$ cat src/rlpf_pkg.sv
// Shared types, constants and helpers for the radio link pairing framer.
// No dependencies; every other file in src imports this package.
`timescale 1ns / 1ps
`default_nettype none

package rlpf_pkg;

  localparam int RX_FRAME_BYTES = 10;
  localparam int TX_FRAME_BYTES = 13;
  localparam int TX_CNT_W       = $clog2(TX_FRAME_BYTES);
  localparam int QUEUE_DEPTH    = 2;
  localparam int QPTR_W         = $clog2(QUEUE_DEPTH);
  localparam int QCNT_W         = $clog2(QUEUE_DEPTH + 1);
  localparam int CFG_IDX_W      = 2;
  localparam int CFG_DATA_W     = 8;

  localparam logic [2:0] FUNC_RX     = 3'd0;
  localparam logic [2:0] FUNC_SEND   = 3'd1;
  localparam logic [2:0] FUNC_UNPAIR = 3'd2;
  localparam logic [2:0] FUNC_PAIR   = 3'd3;
  localparam logic [2:0] FUNC_REFUEL = 3'd4;
  localparam logic [2:0] FUNC_SHOOT  = 3'd5;
  localparam logic [2:0] FUNC_ADDR   = 3'd6;

  localparam logic [1:0] KIND_FRAME  = 2'd0;
  localparam logic [1:0] KIND_PAIRED = 2'd1;
  localparam logic [1:0] KIND_FUEL   = 2'd2;
  localparam logic [1:0] KIND_STATUS = 2'd3;

  localparam logic [1:0] LINK_DRIVE  = 2'd0;
  localparam logic [1:0] LINK_CHARGE = 2'd1;
  localparam logic [1:0] LINK_PAIR   = 2'd2;

  localparam logic [CFG_IDX_W-1:0] CFG_DEAD_BAND = 2'd0;
  localparam logic [CFG_IDX_W-1:0] CFG_MIDPOINT  = 2'd1;
  localparam logic [CFG_IDX_W-1:0] CFG_CTRL_ADDR = 2'd2;

  localparam logic [7:0] FLAG_BYTE   = 8'h7E;
  localparam logic [7:0] ZERO_BYTE   = 8'h00;
  localparam logic [7:0] RX_LEN_BYTE = 8'h06;
  localparam logic [7:0] TX_LEN_BYTE = 8'h09;
  localparam logic [7:0] TX_API_BYTE = 8'h01;
  localparam logic [7:0] BOAT_HI     = 8'h81;
  localparam logic [7:0] NET_BYTE    = 8'h20;
  localparam logic [7:0] PAIR_CMD    = 8'h21;
  localparam logic [7:0] SUM_BASE    = 8'hFF;

  localparam logic [7:0] BAND_1 = 8'd51;
  localparam logic [7:0] BAND_2 = 8'd102;
  localparam logic [7:0] BAND_3 = 8'd153;
  localparam logic [7:0] BAND_4 = 8'd204;

  localparam logic [15:0] PENDING_STEP  = 16'd5;
  localparam logic [15:0] PENDING_LIMIT = 16'd65530;
  localparam logic [15:0] PENDING_MAX   = 16'hFFFF;

  localparam logic [6:0] DEAD_BAND_RST = 7'd5;
  localparam logic [7:0] MIDPOINT_RST  = 8'd127;
  localparam logic [7:0] CTRL_ADDR_RST = 8'd129;
  localparam logic [7:0] TARGET_RST    = 8'h81;

  typedef struct packed {
    logic       is_frame;
    logic [1:0] kind;
    logic [7:0] data;
    logic       restart;
    logic       paired;
    logic       lamp;
    logic [7:0] target;
    logic [1:0] status;
    logic [7:0] pay0;
    logic [7:0] pay1;
    logic [7:0] pay2;
    logic [7:0] csum;
  } job_t;

  function automatic logic [7:0] addr_lookup(input logic [2:0] idx);
    logic [7:0] a;
    case (idx)
      3'd0:    a = 8'h00;
      3'd1:    a = 8'h81;
      3'd2:    a = 8'h82;
      3'd3:    a = 8'h83;
      3'd4:    a = 8'h84;
      3'd5:    a = 8'h85;
      default: a = 8'h00;
    endcase
    return a;
  endfunction

  function automatic logic [15:0] sat_add(input logic [15:0] v);
    return (v > PENDING_LIMIT) ? PENDING_MAX : v + PENDING_STEP;
  endfunction

endpackage

`default_nettype wire

$ cat src/rlpf_front.sv
// Front end: accepts event words, keeps link state and configuration, builds jobs.
// Depends on rlpf_pkg.
`timescale 1ns / 1ps
`default_nettype none

module rlpf_front (
  input  wire                          clk_i,
  input  wire                          rst_ni,
  input  wire                          cfg_we_i,
  input  wire [rlpf_pkg::CFG_IDX_W-1:0] cfg_index_i,
  input  wire [rlpf_pkg::CFG_DATA_W-1:0] cfg_data_i,
  input  wire                          accept_i,
  input  wire [2:0]                    func_i,
  input  wire [7:0]                    rx_data_i,
  input  wire [9:0]                    joy1_sample_i,
  input  wire [9:0]                    joy2_sample_i,
  input  wire [9:0]                    pot_sample_i,
  input  wire [2:0]                    addr_index_i,
  output rlpf_pkg::job_t               job_o
);
  import rlpf_pkg::*;

  logic [7:0]  win_q [RX_FRAME_BYTES];
  logic [7:0]  win_d [RX_FRAME_BYTES];
  logic        active_q, active_d;
  logic        paired_q, paired_d;
  logic [1:0]  status_q, status_d;
  logic [7:0]  target_q, target_d;
  logic [15:0] charge_q, charge_d;
  logic [15:0] shoot_q, shoot_d;
  logic        lamp_q, lamp_d;
  logic [6:0]  dead_band_q;
  logic [7:0]  mid_q;
  logic [7:0]  ctrl_addr_q;

  function automatic logic [7:0] joy_byte(input logic [9:0] sample, input logic [7:0] mid,
                                          input logic [6:0] db);
    logic signed [9:0] v;
    logic signed [9:0] hi;
    logic signed [9:0] lo;
    v  = {2'b00, sample[9:2]};
    hi = $signed({2'b00, mid} + {3'b000, db});
    lo = $signed({2'b00, mid} - {3'b000, db});
    return ((v < hi) && (v > lo)) ? mid : sample[9:2];
  endfunction

  logic [7:0] shifted [RX_FRAME_BYTES];
  logic [7:0] rx_sum;
  logic       rx_ok;
  logic       digi;
  logic [1:0] st;
  logic [7:0] p0, p1, p2;
  logic [7:0] pot;

  always_comb begin
    for (int i = 0; i < RX_FRAME_BYTES - 1; i++) begin
      shifted[i] = win_q[i+1];
    end
    shifted[RX_FRAME_BYTES-1] = rx_data_i;
    rx_sum = 8'h00;
    for (int i = 3; i < RX_FRAME_BYTES - 1; i++) begin
      rx_sum = rx_sum + shifted[i];
    end
    rx_sum = SUM_BASE - rx_sum;
    rx_ok = (shifted[0] == FLAG_BYTE) && (shifted[RX_FRAME_BYTES-1] == rx_sum) &&
            (shifted[1] == ZERO_BYTE) && (shifted[2] == RX_LEN_BYTE) &&
            (shifted[3] == BOAT_HI) && (shifted[4] == NET_BYTE);

    digi = (shoot_q != 16'd0);
    st   = status_q;
    if (st == LINK_CHARGE && charge_q == 16'd0) begin
      st = LINK_DRIVE;
    end
    pot = pot_sample_i[9:2];

    win_d    = win_q;
    active_d = active_q;
    paired_d = paired_q;
    status_d = status_q;
    target_d = target_q;
    charge_d = charge_q;
    shoot_d  = shoot_q;
    lamp_d   = lamp_q;
    p0 = ZERO_BYTE;
    p1 = ZERO_BYTE;
    p2 = ZERO_BYTE;

    job_o          = '0;
    job_o.kind     = KIND_STATUS;

    case (func_i)
      FUNC_RX: begin
        if (rx_data_i == FLAG_BYTE) begin
          for (int i = 0; i < RX_FRAME_BYTES; i++) begin
            win_d[i] = ZERO_BYTE;
          end
          win_d[RX_FRAME_BYTES-1] = FLAG_BYTE;
          active_d = 1'b1;
        end else if (active_q) begin
          win_d = shifted;
          if (rx_ok) begin
            active_d = 1'b0;
            if (shifted[5] == target_q) begin
              job_o.restart = 1'b1;
              if (!paired_q) begin
                paired_d   = 1'b1;
                status_d   = LINK_DRIVE;
                job_o.kind = KIND_PAIRED;
              end else begin
                job_o.kind = KIND_FUEL;
                job_o.data = shifted[8];
              end
            end
          end
        end
      end
      FUNC_SEND: begin
        shoot_d = shoot_q - {15'd0, digi};
        case (st)
          LINK_PAIR: begin
            p0 = PAIR_CMD;
            p1 = ctrl_addr_q;
          end
          LINK_CHARGE: begin
            charge_d = charge_q - 16'd1;
            lamp_d   = 1'b0;
          end
          default: begin
            p0 = joy_byte(joy1_sample_i, mid_q, dead_band_q);
            p1 = joy_byte(joy2_sample_i, mid_q, dead_band_q);
            p2 = {7'd0, digi};
          end
        endcase
        job_o.is_frame = 1'b1;
        job_o.kind     = KIND_FRAME;
      end
      FUNC_UNPAIR: begin
        paired_d = 1'b0;
        status_d = LINK_PAIR;
      end
      FUNC_PAIR: begin
        if (pot < BAND_1) begin
          target_d = addr_lookup(3'd1);
        end else if (pot < BAND_2) begin
          target_d = addr_lookup(3'd2);
        end else if (pot < BAND_3) begin
          target_d = addr_lookup(3'd3);
        end else if (pot < BAND_4) begin
          target_d = addr_lookup(3'd4);
        end else begin
          target_d = addr_lookup(3'd5);
        end
        status_d = LINK_PAIR;
      end
      FUNC_REFUEL: begin
        if (paired_q) begin
          lamp_d   = 1'b1;
          status_d = LINK_CHARGE;
          charge_d = sat_add(charge_q);
        end
      end
      FUNC_SHOOT: begin
        if (paired_q) begin
          shoot_d = sat_add(shoot_q);
        end
      end
      FUNC_ADDR: begin
        if (addr_index_i <= 3'd5) begin
          target_d = addr_lookup(addr_index_i);
        end
      end
      default: begin
      end
    endcase

    job_o.paired = paired_d;
    job_o.lamp   = lamp_d;
    job_o.target = target_q;
    job_o.status = st;
    job_o.pay0   = p0;
    job_o.pay1   = p1;
    job_o.pay2   = p2;
    job_o.csum   = SUM_BASE - (TX_API_BYTE + ZERO_BYTE + NET_BYTE + target_q + TX_API_BYTE +
                               {6'd0, st} + p0 + p1 + p2);
  end

  always_ff @(posedge clk_i or negedge rst_ni) begin
    if (!rst_ni) begin
      for (int i = 0; i < RX_FRAME_BYTES; i++) begin
        win_q[i] <= ZERO_BYTE;
      end
      active_q    <= 1'b0;
      paired_q    <= 1'b0;
      status_q    <= LINK_PAIR;
      target_q    <= TARGET_RST;
      charge_q    <= 16'd0;
      shoot_q     <= 16'd0;
      lamp_q      <= 1'b0;
      dead_band_q <= DEAD_BAND_RST;
      mid_q       <= MIDPOINT_RST;
      ctrl_addr_q <= CTRL_ADDR_RST;
    end else begin
      if (accept_i) begin
        win_q    <= win_d;
        active_q <= active_d;
        paired_q <= paired_d;
        status_q <= status_d;
        target_q <= target_d;
        charge_q <= charge_d;
        shoot_q  <= shoot_d;
        lamp_q   <= lamp_d;
      end
      if (cfg_we_i) begin
        case (cfg_index_i)
          CFG_DEAD_BAND: dead_band_q <= cfg_data_i[6:0];
          CFG_MIDPOINT:  mid_q       <= cfg_data_i;
          CFG_CTRL_ADDR: ctrl_addr_q <= cfg_data_i;
          default: begin
          end
        endcase
      end
    end
  end

endmodule

`default_nettype wire

$ cat src/rlpf_queue.sv
// Short job queue between the front end and the byte serialiser.
// Depends on rlpf_pkg.
`timescale 1ns / 1ps
`default_nettype none

module rlpf_queue (
  input  wire                  clk_i,
  input  wire                  rst_ni,
  input  wire                  push_i,
  input  wire rlpf_pkg::job_t  push_job_i,
  output logic                 full_o,
  input  wire                  pop_i,
  output logic                 valid_o,
  output rlpf_pkg::job_t       head_o
);
  import rlpf_pkg::*;

  job_t              mem_q [QUEUE_DEPTH];
  logic [QPTR_W-1:0] wr_q, wr_d;
  logic [QPTR_W-1:0] rd_q, rd_d;
  logic [QCNT_W-1:0] cnt_q, cnt_d;

  function automatic logic [QPTR_W-1:0] next_ptr(input logic [QPTR_W-1:0] p);
    return (p == QPTR_W'(QUEUE_DEPTH - 1)) ? '0 : p + QPTR_W'(1);
  endfunction

  assign full_o  = (cnt_q == QCNT_W'(QUEUE_DEPTH));
  assign valid_o = (cnt_q != '0);
  assign head_o  = mem_q[rd_q];

  always_comb begin
    wr_d  = push_i ? next_ptr(wr_q) : wr_q;
    rd_d  = pop_i ? next_ptr(rd_q) : rd_q;
    cnt_d = cnt_q + QCNT_W'(push_i) - QCNT_W'(pop_i);
  end

  always_ff @(posedge clk_i) begin
    if (push_i) begin
      mem_q[wr_q] <= push_job_i;
    end
  end

  always_ff @(posedge clk_i or negedge rst_ni) begin
    if (!rst_ni) begin
      wr_q  <= '0;
      rd_q  <= '0;
      cnt_q <= '0;
    end else begin
      wr_q  <= wr_d;
      rd_q  <= rd_d;
      cnt_q <= cnt_d;
    end
  end

endmodule

`default_nettype wire

$ cat src/rlpf_back.sv
// Back end: takes jobs from the queue and drives result words, one per cycle unless the output stalls.
// Depends on rlpf_pkg.
`timescale 1ns / 1ps
`default_nettype none

module rlpf_back (
  input  wire                  clk_i,
  input  wire                  rst_ni,
  input  wire                  job_valid_i,
  input  wire rlpf_pkg::job_t  job_i,
  output logic                 job_pop_o,
  output logic                 out_valid_o,
  input  wire                  out_stall_i,
  output logic [1:0]           out_kind_o,
  output logic [7:0]           data_byte_o,
  output logic                 last_of_run_o,
  output logic                 paired_flag_o,
  output logic                 charge_led_o,
  output logic                 restart_unpair_o
);
  import rlpf_pkg::*;

  job_t                cur_q, cur_d;
  logic                busy_q, busy_d;
  logic [TX_CNT_W-1:0] cnt_q, cnt_d;
  logic                valid_q, valid_d;
  logic [1:0]          kind_q, kind_d;
  logic [7:0]          data_q, data_d;
  logic                last_q, last_d;
  logic                paired_q, paired_d;
  logic                lamp_q, lamp_d;
  logic                restart_q, restart_d;
  logic                load;

  function automatic logic [7:0] frame_byte(input job_t j, input logic [TX_CNT_W-1:0] n);
    logic [7:0] b;
    case (n)
      4'd0:    b = FLAG_BYTE;
      4'd1:    b = ZERO_BYTE;
      4'd2:    b = TX_LEN_BYTE;
      4'd3:    b = TX_API_BYTE;
      4'd4:    b = ZERO_BYTE;
      4'd5:    b = NET_BYTE;
      4'd6:    b = j.target;
      4'd7:    b = TX_API_BYTE;
      4'd8:    b = {6'd0, j.status};
      4'd9:    b = j.pay0;
      4'd10:   b = j.pay1;
      4'd11:   b = j.pay2;
      4'd12:   b = j.csum;
      default: b = ZERO_BYTE;
    endcase
    return b;
  endfunction

  always_comb begin
    load      = !valid_q || !out_stall_i;
    job_pop_o = 1'b0;
    cur_d     = cur_q;
    busy_d    = busy_q;
    cnt_d     = cnt_q;
    valid_d   = valid_q;
    kind_d    = kind_q;
    data_d    = data_q;
    last_d    = last_q;
    paired_d  = paired_q;
    lamp_d    = lamp_q;
    restart_d = restart_q;
    if (load) begin
      if (busy_q) begin
        valid_d = 1'b1;
        kind_d  = KIND_FRAME;
        data_d  = frame_byte(cur_q, cnt_q);
        last_d  = (cnt_q == TX_CNT_W'(TX_FRAME_BYTES - 1));
        cnt_d   = cnt_q + TX_CNT_W'(1);
        if (cnt_q == TX_CNT_W'(TX_FRAME_BYTES - 1)) begin
          busy_d = 1'b0;
        end
      end else if (job_valid_i) begin
        job_pop_o = 1'b1;
        valid_d   = 1'b1;
        paired_d  = job_i.paired;
        lamp_d    = job_i.lamp;
        restart_d = job_i.restart;
        kind_d    = job_i.kind;
        if (job_i.is_frame) begin
          cur_d  = job_i;
          busy_d = 1'b1;
          cnt_d  = TX_CNT_W'(1);
          data_d = frame_byte(job_i, '0);
          last_d = 1'b0;
        end else begin
          data_d = job_i.data;
          last_d = 1'b1;
        end
      end else begin
        valid_d = 1'b0;
      end
    end
  end

  always_ff @(posedge clk_i) begin
    cur_q     <= cur_d;
    kind_q    <= kind_d;
    data_q    <= data_d;
    last_q    <= last_d;
    paired_q  <= paired_d;
    lamp_q    <= lamp_d;
    restart_q <= restart_d;
  end

  always_ff @(posedge clk_i or negedge rst_ni) begin
    if (!rst_ni) begin
      busy_q  <= 1'b0;
      cnt_q   <= '0;
      valid_q <= 1'b0;
    end else begin
      busy_q  <= busy_d;
      cnt_q   <= cnt_d;
      valid_q <= valid_d;
    end
  end

  assign out_valid_o      = valid_q;
  assign out_kind_o       = kind_q;
  assign data_byte_o      = data_q;
  assign last_of_run_o    = last_q;
  assign paired_flag_o    = paired_q;
  assign charge_led_o     = lamp_q;
  assign restart_unpair_o = restart_q;

endmodule

`default_nettype wire

$ cat src/radio_link_pairing_framer_core.sv
// Top level of the radio link pairing framer: front end, job queue, byte serialiser.
// Depends on rlpf_pkg, rlpf_front, rlpf_queue and rlpf_back.
//
// Usage:
//   Input channel (in_valid_i / in_stall_o) carries one event word: rx byte, send
//   tick, unpair timeout, start pairing, refuel, shoot or change address. A word
//   is taken at a rising edge with in_valid_i high and in_stall_o low.
//   Output channel (out_valid_o / out_stall_i) carries result words; last_of_run_o
//   marks the final word of each event.
//   The first result of an event is written into the job queue on acceptance,
//   then into the output register, from which it is presented.
//   Throughput: one event per cycle unless stalled, except a send tick, which
//   occupies the serialiser for 13 frame bytes, one per cycle unless the output
//   stalls; the two-entry job queue lets the front end keep taking events meanwhile.
//   Configuration: cfg_we_i writes dead band, midpoint or controller address;
//   write only while idle.
//   Reset: link state returns to pairing, unpaired, target 0x81, counters clear,
//   queue and output empty.
//   Stall: a stalled output word holds; once the queue fills, in_stall_o rises.
`timescale 1ns / 1ps
`default_nettype none

module radio_link_pairing_framer_core (
  input  wire                            clk_i,
  input  wire                            rst_ni,
  input  wire                            cfg_we_i,
  input  wire [rlpf_pkg::CFG_IDX_W-1:0]  cfg_index_i,
  input  wire [rlpf_pkg::CFG_DATA_W-1:0] cfg_data_i,
  input  wire                            in_valid_i,
  output logic                           in_stall_o,
  input  wire [2:0]                      func_i,
  input  wire [7:0]                      rx_data_i,
  input  wire [9:0]                      joy1_sample_i,
  input  wire [9:0]                      joy2_sample_i,
  input  wire [9:0]                      pot_sample_i,
  input  wire [2:0]                      addr_index_i,
  output logic                           out_valid_o,
  input  wire                            out_stall_i,
  output logic [1:0]                     out_kind_o,
  output logic [7:0]                     data_byte_o,
  output logic                           last_of_run_o,
  output logic                           paired_flag_o,
  output logic                           charge_led_o,
  output logic                           restart_unpair_o
);
  import rlpf_pkg::*;

  job_t new_job;
  job_t head_job;
  logic q_full;
  logic q_valid;
  logic q_pop;
  logic accept;

  assign in_stall_o = q_full;
  assign accept     = in_valid_i && !q_full;

  rlpf_front u_front (
    .clk_i         (clk_i),
    .rst_ni        (rst_ni),
    .cfg_we_i      (cfg_we_i),
    .cfg_index_i   (cfg_index_i),
    .cfg_data_i    (cfg_data_i),
    .accept_i      (accept),
    .func_i        (func_i),
    .rx_data_i     (rx_data_i),
    .joy1_sample_i (joy1_sample_i),
    .joy2_sample_i (joy2_sample_i),
    .pot_sample_i  (pot_sample_i),
    .addr_index_i  (addr_index_i),
    .job_o         (new_job)
  );

  rlpf_queue u_queue (
    .clk_i      (clk_i),
    .rst_ni     (rst_ni),
    .push_i     (accept),
    .push_job_i (new_job),
    .full_o     (q_full),
    .pop_i      (q_pop),
    .valid_o    (q_valid),
    .head_o     (head_job)
  );

  rlpf_back u_back (
    .clk_i            (clk_i),
    .rst_ni           (rst_ni),
    .job_valid_i      (q_valid),
    .job_i            (head_job),
    .job_pop_o        (q_pop),
    .out_valid_o      (out_valid_o),
    .out_stall_i      (out_stall_i),
    .out_kind_o       (out_kind_o),
    .data_byte_o      (data_byte_o),
    .last_of_run_o    (last_of_run_o),
    .paired_flag_o    (paired_flag_o),
    .charge_led_o     (charge_led_o),
    .restart_unpair_o (restart_unpair_o)
  );

endmodule

`default_nettype wire
$ cat config.mk
export PLATFORM = sky130hd
export DESIGN_NAME = radio_link_pairing_framer_core
export DESIGN_NICKNAME = d
export VERILOG_FILES = /design/src/rlpf_pkg.sv /design/src/rlpf_front.sv /design/src/rlpf_queue.sv /design/src/rlpf_back.sv /design/src/radio_link_pairing_framer_core.sv
export SDC_FILE = /design/constraint.sdc
export NUM_CORES = 1
export LEC_CHECK = 0
export BUFFER_PORTS_ARGS = -buffer_cell sky130_fd_sc_hd__buf_4
export CAP_MARGIN = 20
export CORE_ASPECT_RATIO = 2
export CORE_UTILIZATION = 40
export CTS_BUF_LIST = sky130_fd_sc_hd__clkbuf_8
export DETAILED_ROUTE_END_ITERATION = 10
export PLACE_DENSITY = 0.55
export SLEW_MARGIN = 5
export SYNTH_ARGS = -nofsm -noshare
export SYNTH_HDL_FRONTEND = slang
export SYNTH_SLANG_ARGS = --single-unit
export TNS_END_PERCENT = 30
$ cat constraint.sdc
create_clock -name clk_i -period 6.1 [get_ports clk_i]
set_input_delay 1.22 -clock clk_i [delete_from_list [all_inputs] [get_ports clk_i]]
set_output_delay 1.22 -clock clk_i [all_outputs]
set_load 0.01 [all_outputs]
After elaboration in Yosys (flattened, before gate mapping)
Memory sizes are Yosys's and may differ from the RTL's.
Cells that the tools add are included.
W data, S select, Z words.
Word-level totals
  logic and storage cells: 235
  bits in read-only memories: 0
  memories kept: 1
  flip-flop bits (word level): 206
  bits in writable memories: 112
  bits in latches: 0
  output and inout bits: 16
Memory list
  u_queue.mem_q: depth 2, width 56, read ports 1, clocked after memory_dff 0, write ports 1, line rlpf_queue.sv:18  | job_t mem_q [QUEUE_DEPTH];
Cells by class
  bitwise gates (word level): 1
  equal/unequal tests: 43
  magnitude comparators: 11
  $mul: 0
  add/sub/neg operators: 24
  reductions and logical operators: 43
  shift operators: 0
  divide/modulo/power cells: 0
  mux-type cells: 75
Operator list (number)
  $mux W72: 2
  $mux W8: 13
  $mux W16: 5
  $pmux W8 S10: 1
  $add A8 B8 Y8: 8
  $pmux W16 S2: 2
  $pmux W8 S2: 3
  $mux W11: 4
  $pmux W8 S5: 1
  $add A16 B3 Y16 const B: 2
  $gt A16 B16 Y1 const B: 2
  $mux W1: 27
  $eq A4 B4 Y1 const B: 5
  $gt A9 B10 Y1: 2
  $lt A9 B10 Y1: 2
  $mux W2: 9
  $eq A8 B7 Y1 const B: 2
  $eq A8 B8 Y1: 2
  $logic_not A16 Y1: 1
  $lt A8 B8 Y1 const B: 2
  $reduce_bool A16 Y1: 1
  $sub A16 B1 Y16: 1
  $sub A16 B1 Y16 const B: 1
  $sub A8 B8 Y8 const A: 2
  44 further kinds: 97

Longest topological paths before layout
  depth after elaboration: 16
  depth in mapped cells: 34
  depth with buffers taken out: 32

Modules after synthesis
From an unflattened synthesis, not the netlist that was laid out.
Unflattened totals
  cells, all modules: 1543
  area, all modules: 17630.7 sq um
By module, submodules not included
  rlpf_front: instances 1, area an instance 10628.9 sq um, cells each 1167
  rlpf_queue: instances 1, area an instance 4360.4 sq um, cells each 189
  rlpf_back: instances 1, area an instance 2627.5 sq um, cells each 186
  radio_link_pairing_framer_core: instances 1, area an instance 13.8 sq um, cells each 1

Worst setup path before layout
OpenSTA, ideal clock, no wires.
  kind: flip-flop to flip-flop
  from: reg u_front.dead_band_q[2]
  to: mem u_queue.mem_q[0][7] (netlist name), data pin
  arrival: 5.848 ns
  setup slack: -0.012 ns
  library setup time: 0.264 ns
  period minus slack after synthesis: 6.112 ns
  cell stages (with the launch flop): 32
  cells stage by stage: dfstp_2 -> inv_1 -> ha_1 -> buf_6 -> o21a_1 -> o31ai_1 -> a21oi_1 -> nor2_1 -> nor2_1 -> nor2_1 -> xnor2_1 -> ha_1 -> nand3_1 -> a211oi_1 -> nand4b_1 -> a221oi_2 -> a2bb2oi_2 -> mux2_1 -> a22o_1 -> and2_1 -> fa_1 -> inv_1 -> fa_1 -> inv_1 -> ha_1 -> a21o_1 -> a21oi_1 -> o21bai_1 -> a21oi_1 -> xnor2_1 -> xnor2_1 -> xnor2_1
RTL lines
  from (decl): line rlpf_front.sv:32  | logic [6:0] dead_band_q;
  from (signal assigned): line rlpf_front.sv:215  | CFG_DEAD_BAND: dead_band_q <= cfg_data_i[6:0];
  to (decl): line rlpf_queue.sv:18

==> impl_metrics.py <==
metrics = {
    "run": {
        "cap_violations": 0,
    },
    "routing": {
        "dr.pass1.iters": 5,
        "vias": 12100,
        "via_per_inst": 5.37,
        "drc": 0,
        "routedWlPerCell_um": 18.3,
        "detail-route-antenna-nets": 0,
        "dr.first_iter.drc_count": 539,
        "wl_um": 41200,
    },
    "critical_path": {
        "path_buf_inv": 5,
        "critPathArrivalTime_ps": 6450,
        "setup.worst_path.end_class": "register",
        "worst_path_dominant_cell_family": "compound AO/OA/AOI/OAI gates",
        "critPathMaxFanout": 4,
        "critPathSlowestCell": "dfstp_2",
        "crit_top_cell": "xnor2_1",
        "critical_path_required_ps": 6400,
        "cpPeakStageDelay_ps": 590,
        "critPathLaunchType": "register",
        "timing_worst_setup_path_type": "reg -> reg",
    },
    "placement": {
        "dp_hpwl_um": 30600,
        "gp_congestion": 0.873,
        "io_buffer_count": 68,
    },
    "global_routing": {
        "grt-busiest-layer": "met2",
        "grt_util_all_layers_pct": 21.0,
        "grt_use_met1_pct": 22.3,
        "use_met3_pct": 2.55,
        "grt_overflow_total": 0,
        "grt_pass1_vias": 12600,
        "grt_first_pass_wirelength_um": 66500,
        "gr-usage-met2_pct": 40.1,
        "grt_max_degree": 94,
        "antenna_found_initial": 2,
    },
    "sta": {
        "maxSlewViolCount": 0,
        "finalSetupTns_ps": -88.0,
        "rsz0062_at_grt": "yes",
        "clock_skew_ps": 33.5,
        "finalSetupViolCount": 2,
        "relSlewSlack_pct": 39.1,
        "fin_crit_sh_pct": 101,
        "setup_ws_ps": -44.2,
        "worstMarginPinSlew_ps": 910,
        "finalHoldViolCount": 0,
        "max_freq_ghz": 0.163,
        "hold_slack_ps": 478,
        "period_needed_ps": 6140,
    },
    "synth": {
        "ys_seq_elements": 281,
        "yosys_warnings": 0,
        "synth_cell_types": 84,
        "synth-main-ff-cell": "edfxtp_1",
        "ys_seq_area_share_pct": 47.7,
        "synthTopCellsByArea": "edfxtp_1 25%, dfrtp_1 20%, ha_1 5.5%",
        "netlist_instances": 1554,
        "yosysTopAreaCell": "edfxtp_1",
        "yosysMostFrequentCell": "nand2_1",
        "yosysTopAreaCellShare_pct": 25.0,
        "synthArstFlopShare_pct": 52.0,
        "synth.avg_cell_area_um2": 10.4,
        "syn_nets": 1722,
        "netlist_area_um2": 16200,
        "synth_edf_count": 135,
        "synth_commonest_cells": "173 x nand2_1, 135 x edfxtp_1, 135 x inv_1",
    },
    "run_status": {
        "status": "finished with violations",
        "violations": "negative setup slack",
    },
    "clock_network": {
        "root_buffer": "clkbuf_8",
        "cts_tree": "built",
        "clk_latency_ps": 590,
        "clk_pin_slew_ps": 60,
        "cts.sinks": 281,
        "postCtsHoldBufs": 0,
        "cts_made_buffers": 42,
        "htreeDepth": 2,
        "cts_buffer_depth": 3,
    },
    "power_and_ir_drop": {
        "p_leak_nw": 7.76,
        "ir_worst_vdd_mv": 0.172,
        "p_per_area_nw_per_um2": 356,
    },
    "final_layout": {
        "fill_cells": 3853,
        "num-nets-final": 1870,
        "area.growth.synth_to_final_pct": 17.1,
        "drive_gt1_share_pct": 21.0,
        "fin_util_pct": 47.8,
    },
    "floorplan": {
        "num_rows": 103,
        "fp.dieW_um": 144,
        "fp.dieH_um": 286,
        "start_util_pct": 40.8,
        "ios": 75,
        "die_area_um2": 41300,
        "core_um2": 39700,
    },
    "worst_hold_path": {
        "hold_class": "reg -> reg",
    },
}
## path summary, 6_finish.rpt
kind	startpoint	end	slack, ps	cells past startpoint
worst max-delay path	u_front.dead_band_q[0]	u_queue.mem_q[0][7]	-40	27
worst min-delay path	u_front.shifted[28]	u_front.shifted[28]	480	2
worst max register to register	u_front.dead_band_q[0]	u_queue.mem_q[0][7]	-40	27
worst min register to register	u_front.shifted[28]	u_front.shifted[28]	480	2
max in group asynchronous	rst_ni	u_front.shifted[29]	4470	2
min in group asynchronous	rst_ni	u_front.ctrl_addr_q[4]	600	1
## per-layer routing
layer	up-vias	share of wire, %
li1	5855	-
met1	5928	37
met2	255	55
met3	96	3.3
met4	0	4.4
met5	-	0
## state kept, by name (all words and copies together), names as in the netlist, 7 cells and up
| name | cells |
|---|---|
| u_back.cur_q | 31 |
| u_back.data_byte_o | 8 |
| u_front.charge_q | 16 |
| u_front.ctrl_addr_q | 8 |
| u_front.dead_band_q | 7 |
| u_front.mid_q | 8 |
| u_front.shifted | 72 |
| u_front.shoot_q | 16 |
| u_queue.mem_q | 90 |
## kinds of logic (layout without fill, tap and decap cells)
group	Yosys count	in the layout	synth area share, %
other cells	0	2	0
fa+ha+maj	111	111	10.3
simple gates	452	452	13.6
buf+inv	206	383	4.95
compound gates	362	362	14.5
mux	85	85	5.80
flops	281	281	47.7
xor+xnor	57	57	3.08
## repair_timing
item                                    in CTS  in global routing
endpoints found under the setup margin      10                  8
pin swaps                                   27                  5
resized for setup                           33                 10
buffers inserted                            14                  5
## through the flow
stage | setup slack (ps) | power, mW | instance area (µm²) | cells
4_1_cts | -28.3 | 6.79 | 18800 | 2249
2_1_floorplan | 15.7 | 4.22 | 16200 | 1554
3_3_place_gp | -426 | 4.98 | 17800 | 2162
6_report | -44.2 | 6.75 | 19000 | 2258
5_1_grt | -328 | 7.19 | 19000 | 2258
3_5_place_dp | -494 | 5.03 | 17800 | 2162
## area by class of cell
type	instances	area, µm²	area share [%]
multi-input combinational	1067	7860	41.5
sequential	281	7730	40.8
timing repair buffer	174	1370	7.21
tap	525	657	3.46
clock buffer	45	619	3.27
inverter	136	510	2.69
clock inverter	28	210	1.11
antenna	2	5.00	0.0264
## worst register-to-register path: stages (launching register included)
cell and delay (ps):
dfstp_2 590, ha_4 180, inv_2 40, fa_2 370, a211o_1 330, buf_4 170
a211oi_2 290, o211ai_4 150, o211a_1 230, nand4b_1 140, buf_4 120, nand3_1 80
a2bb2oi_2 250, mux2_4 320, a22o_1 200, and2_4 140, fa_1 490, inv_2 40
fa_1 520, inv_1 40, ha_2 180, a21o_1 180, a21oi_2 150, o21bai_1 110
a21oi_2 140, xnor2_1 140, xnor2_1 160, xnor2_1 110
## placed cells by master (no fill, tap or decap), types with 7 or more instances in the layout
cell type,count
nand2_1,173
buf_4,167
inv_1,140
edfxtp_1,135
dfrtp_1,131
o21ai_0,99
nor2_1,89
a21oi_1,66
ha_1,65
mux2_2,59
clkbuf_8,45
xnor2_1,43
o31ai_1,42
fa_1,34
a31oi_1,25
mux2i_1,24
nand3_1,23
nor3_1,22
and2_1,20
nor4_1,18
nand4_1,17
a21o_1,16
dfstp_2,14
nor2b_1,13
xor2_1,13
nand2b_1,10
o22ai_1,10
a22oi_1,10
a21oi_2,8
a211o_1,8
or3_1,8
clkinv_2,8
and3_1,7
a221oi_1,7
## power breakdown
| part | switching (mW) | internal, mW |
|---|---|---|
| clock | 0.775 | 0.814 |
| combinational | 1.28 | 1.15 |
| sequential | 0.261 | 2.47 |
(Power assumes the default switching activity.)
